===== config.mk =====
export PLATFORM = sky130hd
export DESIGN_NAME = tun_div_lane
export DESIGN_NICKNAME = d
export VERILOG_FILES = /design/src/rtl/tun_pkg.sv /design/src/rtl/tun_div_lane.sv
export SDC_FILE = /design/constraint.sdc
export NUM_CORES = 2
export LEC_CHECK = 0
export BUFFER_PORTS_ARGS = -buffer_cell sky130_fd_sc_hd__buf_4
export CORE_UTILIZATION = 37
export CTS_BUF_LIST = sky130_fd_sc_hd__clkbuf_8 sky130_fd_sc_hd__clkbuf_16
export CTS_CLUSTER_DIAMETER = 120
export DETAILED_ROUTE_END_ITERATION = 8
export PLACE_DENSITY = 0.55
export SETUP_SLACK_MARGIN = 0.3
export SYNTH_ARGS = -nofsm -noshare
export SYNTH_HDL_FRONTEND = slang
export SYNTH_SLANG_ARGS = --single-unit
export TNS_END_PERCENT = 30

===== constraint.sdc =====
create_clock -name i_clk -period 3.8 [get_ports i_clk]
set_input_delay 0.19 -clock i_clk [delete_from_list [all_inputs] [get_ports i_clk]]
set_output_delay 0.19 -clock i_clk [all_outputs]
set_load 0.01 [all_outputs]

===== src/rtl/tun_pkg.sv =====
`default_nettype none
package tun_pkg;

    // Coordinate and result widths are fixed by the word formats below.
    localparam int CW  = 16;          // vertex coordinate width
    localparam int EW  = CW + 1;      // edge vector component width
    localparam int PRW = 2 * EW;      // one partial product of the cross product
    localparam int PW  = PRW + 1;     // cross product component, signed
    localparam int MW  = PW;          // magnitude of a cross product component
    localparam int SHW = $clog2(MW);  // normalising shift amount
    localparam int UW  = 30;          // magnitude after the normalising shift
    localparam int SQW = 2 * UW + 2;  // sum of three squares
    localparam int RTW = UW + 1;      // integer square root
    localparam int OW  = 16;          // result component width

    typedef struct packed {
        logic signed [CW-1:0] ax;
        logic signed [CW-1:0] ay;
        logic signed [CW-1:0] az;
        logic signed [CW-1:0] bx;
        logic signed [CW-1:0] by;
        logic signed [CW-1:0] bz;
        logic signed [CW-1:0] cx;
        logic signed [CW-1:0] cy;
        logic signed [CW-1:0] cz;
    } t_in_word;

    typedef struct packed {
        logic signed [OW-1:0] nx;
        logic signed [OW-1:0] ny;
        logic signed [OW-1:0] nz;
        logic                 degenerate;
    } t_out_word;

    // Per-item data that rides alongside the square root pipeline.
    typedef struct packed {
        logic [2:0][UW-1:0] u;
        logic [2:0]         neg;
        logic               deg;
    } t_side;

endpackage
`default_nettype wire


===== src/rtl/tun_div_lane.sv =====
`default_nettype none
// Pipelined restoring divider for one component: round(u * 2^FRAC / len),
// saturated at one and signed. One quotient bit per stage.
module tun_div_lane #(
    parameter int FRAC = 14
) (
    input  wire                              i_clk,
    input  wire                              i_en,
    input  wire [tun_pkg::UW-1:0]            i_u,
    input  wire [tun_pkg::RTW-1:0]           i_len,
    input  wire                              i_neg,
    output logic signed [tun_pkg::OW-1:0]    o_q
);

    localparam int QW  = FRAC + 1;
    localparam int RW  = tun_pkg::RTW + 1;

    logic [RW-1:0] r_rm [0:QW];
    logic [QW-1:0] r_lo [0:QW];
    logic [RW-1:0] r_dv [0:QW];
    logic [QW-1:0] r_q  [0:QW];
    logic          r_ng [0:QW];

    // Dividend is (u << (FRAC+1)) + len, divisor 2*len: split off the top.
    always_ff @(posedge i_clk) begin
        if (i_en) begin
            r_rm[0] <= RW'(i_u) + RW'(i_len >> QW);
            r_lo[0] <= i_len[QW-1:0];
            r_dv[0] <= {i_len, 1'b0};
            r_q[0]  <= '0;
            r_ng[0] <= i_neg;
        end
    end

    for (genvar j = 1; j <= QW; j++) begin : g_step
        logic [RW:0]   sh;
        logic [RW:0]   df;
        logic          qb;
        always_comb begin
            sh = {r_rm[j-1], r_lo[j-1][QW-j]};
            df = sh - {1'b0, r_dv[j-1]};
            qb = (sh >= {1'b0, r_dv[j-1]});
        end
        always_ff @(posedge i_clk) begin
            if (i_en) begin
                r_rm[j] <= qb ? df[RW-1:0] : sh[RW-1:0];
                r_lo[j] <= r_lo[j-1];
                r_dv[j] <= r_dv[j-1];
                r_q[j]  <= {r_q[j-1][QW-2:0], qb};
                r_ng[j] <= r_ng[j-1];
            end
        end
    end

    logic [QW-1:0] sat;
    logic [63:0]   mag64;
    logic [63:0]   val64;
    always_comb begin
        sat   = (r_q[QW] > QW'(1) << FRAC) ? (QW'(1) << FRAC) : r_q[QW];
        mag64 = 64'(sat);
        val64 = r_ng[QW] ? (64'd0 - mag64) : mag64;
    end

    always_ff @(posedge i_clk) begin
        if (i_en) begin
            o_q <= val64[tun_pkg::OW-1:0];
        end
    end

endmodule
`default_nettype wire


* After elaboration in Yosys (flattened, before gate mapping)
Memory sizes are Yosys's and may differ from the RTL's. Cells that the tools add are included.
Storage, ports and cells: flip-flop bits (word level) 16, memories 5, memory bits (writable) 1520, logic and storage cells 59
Memories:
- r_dv | depth 16, bits a word 32, read ports 15, clocked after Yosys merged registers in 0, wr ports 16, line tun_div_lane.sv:20 | logic [RW-1:0] r_dv [0:QW];
- r_rm | depth 16, bits a word 32, read ports 15, clocked after Yosys merged registers in 0, wr ports 16, line tun_div_lane.sv:18 | logic [RW-1:0] r_rm [0:QW];
- r_lo | depth 16, bits a word 15, read ports 15, clocked after Yosys merged registers in 0, wr ports 16, line tun_div_lane.sv:19 | logic [QW-1:0] r_lo [0:QW];
- r_q | depth 16, bits a word 15, read ports 16, clocked after Yosys merged registers in 0, wr ports 16, line tun_div_lane.sv:21 | logic [QW-1:0] r_q [0:QW];
- r_ng | depth 16, bits a word 1, read ports 16, clocked after Yosys merged registers in 0, wr ports 16, line tun_div_lane.sv:22 | logic r_ng [0:QW];
Cells by class: multiplexer cells 19, add/subtract/negate cells 17, order comparisons 16
Operators with widths (number):
- 33-bit by 32-bit greater-or-equal comparator with 1-bit output | 15
- 32-bit 2-to-1 mux | 15
- 32-bit subtractor | 15
- 30-bit by 16-bit adder with 31-bit output | 1
- 15-bit 2-to-1 mux | 2
- 1-bit by 15-bit subtractor with 16-bit output (first input constant) | 1
- 15-bit greater-than comparator (second input constant) | 1
- 1-bit 2-to-1 mux | 2

* Longest topological paths before layout
An unclocked memory read counts as a cell.
word-level depth 5, gate-level depth with buffers 15

* Worst setup path after synthesis
No wires, ideal clock.
path kind reg2reg, start mem r_lo[0][85] in the netlist's numbering, end mem r_rm[6][20] in the netlist's numbering, data pin, data required time 3540 ps, cell stages (with the launch flop) 14, arrival time 3193 ps, slack 347 ps, path through edfxtp_1 inv_1 ha_1 fa_1 nor2b_1 o31a_1 o31ai_4 a211oi_1 o211ai_2 a311oi_1 o41ai_2 a2bb2oi_2 buf_2 mux2_2
RTL lines (line):
- from (decl) | tun_div_lane.sv:19
- to (decl) | tun_div_lane.sv:18

==> results by group <==
Status
  – Status: complete, no violations

Power and ir drop
  – Leakage: about 31 nW
  – Total power: between 60 and 70 mW
  – Power Dens Cells: between 800 and 900 nW/µm²
  – Worst VDD drop: 513.8 µV

Clock tree
  – Number of buffers created by CTS: about 120
  – CTS Sinks: 1082
  – CTS tree: done
  – Root buffer selected by CTS: clkbuf_16
  – H-tree depth: 3
  – Max Root-Sink Buffers: 3
  – Clk_lat worst skew: between 0.7 and 0.8 ns
  – Clock slew at reported path FFs: around 0.060 ns

STA
  – Slew Viols, Final: 0
  – Fin crit share: 95.40%
  – Setup repair after global routing missed its margin: true
  – FMAX: 275.9 MHz
  – Tmin final: roughly 3.6 ns
  – Final Hold Fails: 0
  – Final setup vio count: 0
  – Worst slew margin: between 40% and 50%
  – Worst Skew: around 0.024 ns
  – Min Hold Slack: roughly 0.17 ns
  – Least-Margin Pin Slew: around 0.85 ns

Synth
  – Syn nets: between 6000 and 7000
  – Yosys warning count: 0
  – Number of synthesized flops with an enable pin: 1082
  – Post-synth top area share: 51.94%
  – Synth Instances: approximately 5600
  – Synthesized cell area: approximately 63000 µm²
  – Largest area contributor in the netlist: edfxtp_1
  – FF+latch count, synth: about 1100
  – Synth top area cells: edfxtp_1, ha_1, mux2_2
  – Post-synth top flop: edfxtp_1
  – Avg Inst Size Synth: 11.23 µm²
  – Sequential fraction of the synthesis area: about 52%
  – Synth cell types: 91
  – Ys async rst share: 0%

Setup path
  – Buf/Inv on CP: 6
  – Critical Path RT: approximately 4.3 ns
  – Worst EP arrival: slightly above 4 ns
  – CP dominant cell by count: buf_4
  – Crit path largest cell delay: 0.41 ns
  – Type of the worst setup path: reg2reg
  – Crit-path cells: inv_2 > ha_4 > fa_2 > nor2b_2 > o31a_1 > o31ai_4 > a211oi_2 > buf_4 > o211ai_4 > a311oi_2 > buf_4 > o41ai_4 > a2bb2oi_4 > buf_12 > buf_12 > buf_4 > a31o_2
  – Crit path max fanout: 7
  – Startpoint Class: flop
  – Critical path endpoint category: flop
  – Crit-path leading delay family: compound AO/OA/AOI/OAI gates
  – Max stage delay cell, worst path: edfxtp_1

Cells and area
  – Commonest non-fill, non-tap cell in the layout: edfxtp_1
  – Commonest non-fill, non-tap cells in the layout: edfxtp_1, inv_1, ha_1
  – Layout cell share with drive strength beyond 1: 16.74%
  – Total Nets Final: 6657
  – Syn-to-layout area delta: 19.49%
  – Fillers: roughly 15000

Place
  – Routability congestion estimate from global placement: between 0.9 and 1
  – Port Buf Inserts: ~80
  – Placed wire-length estimate: 114.0 mm

Min path
  – Worst hold path class: in2reg

Route
  – Residual DRC: 0
  – DR iter-0 viols: roughly 2000
  – Vias per cell: 5.143
  – WL final: 152.8 mm
  – Drt first pass iters: 5
  – Final ANT Viol Nets: 0
  – Post-DR wirelength/cell: 18.19 µm
  – Via count: 43189

Global route
  – Total gr overflow: 0
  – Vias in the first global route: between 40000 and 50000
  – First-pass GRT wire length: roughly 230 mm
  – Largest net degree at the start of global routing: 118
  – GRT Resource Usage Total: between 10% and 20%
  – Initial antenna violation count: 0

Floorplan
  – # rows: 150
  – Core Box Area: ~170000 µm²
  – Ports: 80
  – Initial core utilization: 37.32%
  – Die area: roughly 170000 µm²
  – Die X: slightly above 400 µm
  – Chip height: a little over 400 µm

Job
  – Max_cap viols: 0
==> worst paths after layout <==
| path | startpoint | to | slack [ns] | cells past startpoint |
|---|---|---|---|---|
| max reg2reg | r_lo[0][85] | r_rm[6][17] | 0.17 | 17 |
| min | i_len[6] | r_lo[0][6] | 0.17 | 2 |
| max | r_lo[0][85] | r_rm[6][17] | 0.17 | 17 |
| min reg2reg | r_q[0][31] | r_q[0][47] | 0.41 | 0 |
==> through the flow <==
stage	TNS [ns]	util (%)	instance area [µm²]	cells	setup WS, ns
floorplan	0	-	62550	5572	0.3472
global placement	-2.349	40.50	67880	8018	-0.09248
detailed placement	-0.8638	40.50	67880	8018	-0.03887
CTS	0	43.77	73350	8352	0.1737
global route	0	44.60	74740	8397	0.06925
finish	0	44.60	74740	8398	0.1750
==> area by class of cell <==
cell class              instances  area (µm²)  share of cell area (%)
flip-flops and latches       1082       32490                   43.47
multi-input cells            3771       28380                   37.97
repair buffers                524        4981                   6.664
clock buffers                 121        3028                   4.051
well taps                    2204        2758                   3.689
inverters                     599        2248                   3.008
clock inverters                96       853.3                   1.142
diodes                          1       2.502                0.003348
==> logic make-up after synthesis <==
group / after synthesis / synth area share (%)
adder cells (fa/ha/maj): 496 / 10.10
AO/OA/AOI/OAI: 1462 / 14.96
multiplexers: 223 / 3.982
flip-flops: 1082 / 51.94
XOR/XNOR: 387 / 5.419
AND/OR/NAND/NOR: 1203 / 9.179
buffers and inverters: 719 / 4.420
==> power by group <==
| group | switching, mW | leakage (nW) | internal, mW |
|---|---|---|---|
| clock | 4.82 | 1.95 | 6.63 |
| sequential | 1.72 | 10.6 | 17.8 |
| combinational | 16.8 | 18.3 | 15.5 |
==> state kept, by name, indices dropped and copies added, names as in the netlist <==
name and cells:
r_dv 241, r_rm 476, o_q 16, r_ng 16, r_q 120, r_lo 213
==> layer usage <==
metal	global-route usage (%)	routed length, µm
met1	15.61	51860
met2	35.48	85880
met3	2.078	3408
met4	11.69	11620
met5	0	0
==> synthesized netlist by cell type (33+ instances only) <==
cell type and n:
nand3_1 82, nor2_1 300, o21bai_1 63, o21ai_0 378, nor3_1 70, nand2_1 371
nor2b_1 54, a21o_1 204, a211oi_1 38, inv_1 599, o31ai_1 33, a21oi_1 390
a31oi_1 45, nand4_1 91, o21a_1 54, xor2_1 151, mux2_2 205, edfxtp_1 1082
and3_1 37, ha_1 481, xnor2_1 236, clkbuf_1 81, nand2b_1 76
==> what timing repair did <==
action / CTS / global route
pin swaps: 29 / 62
setup buffers: 35 / 33
endpoints found under the hold margin: 84 / 0
cloned: 9 / 12
gates resized for setup: 72 / 214
hold buffers: 73 / 0
endpoints found under the setup margin: 317 / 435
No activity file was read; power rests on OpenSTA's default activity.
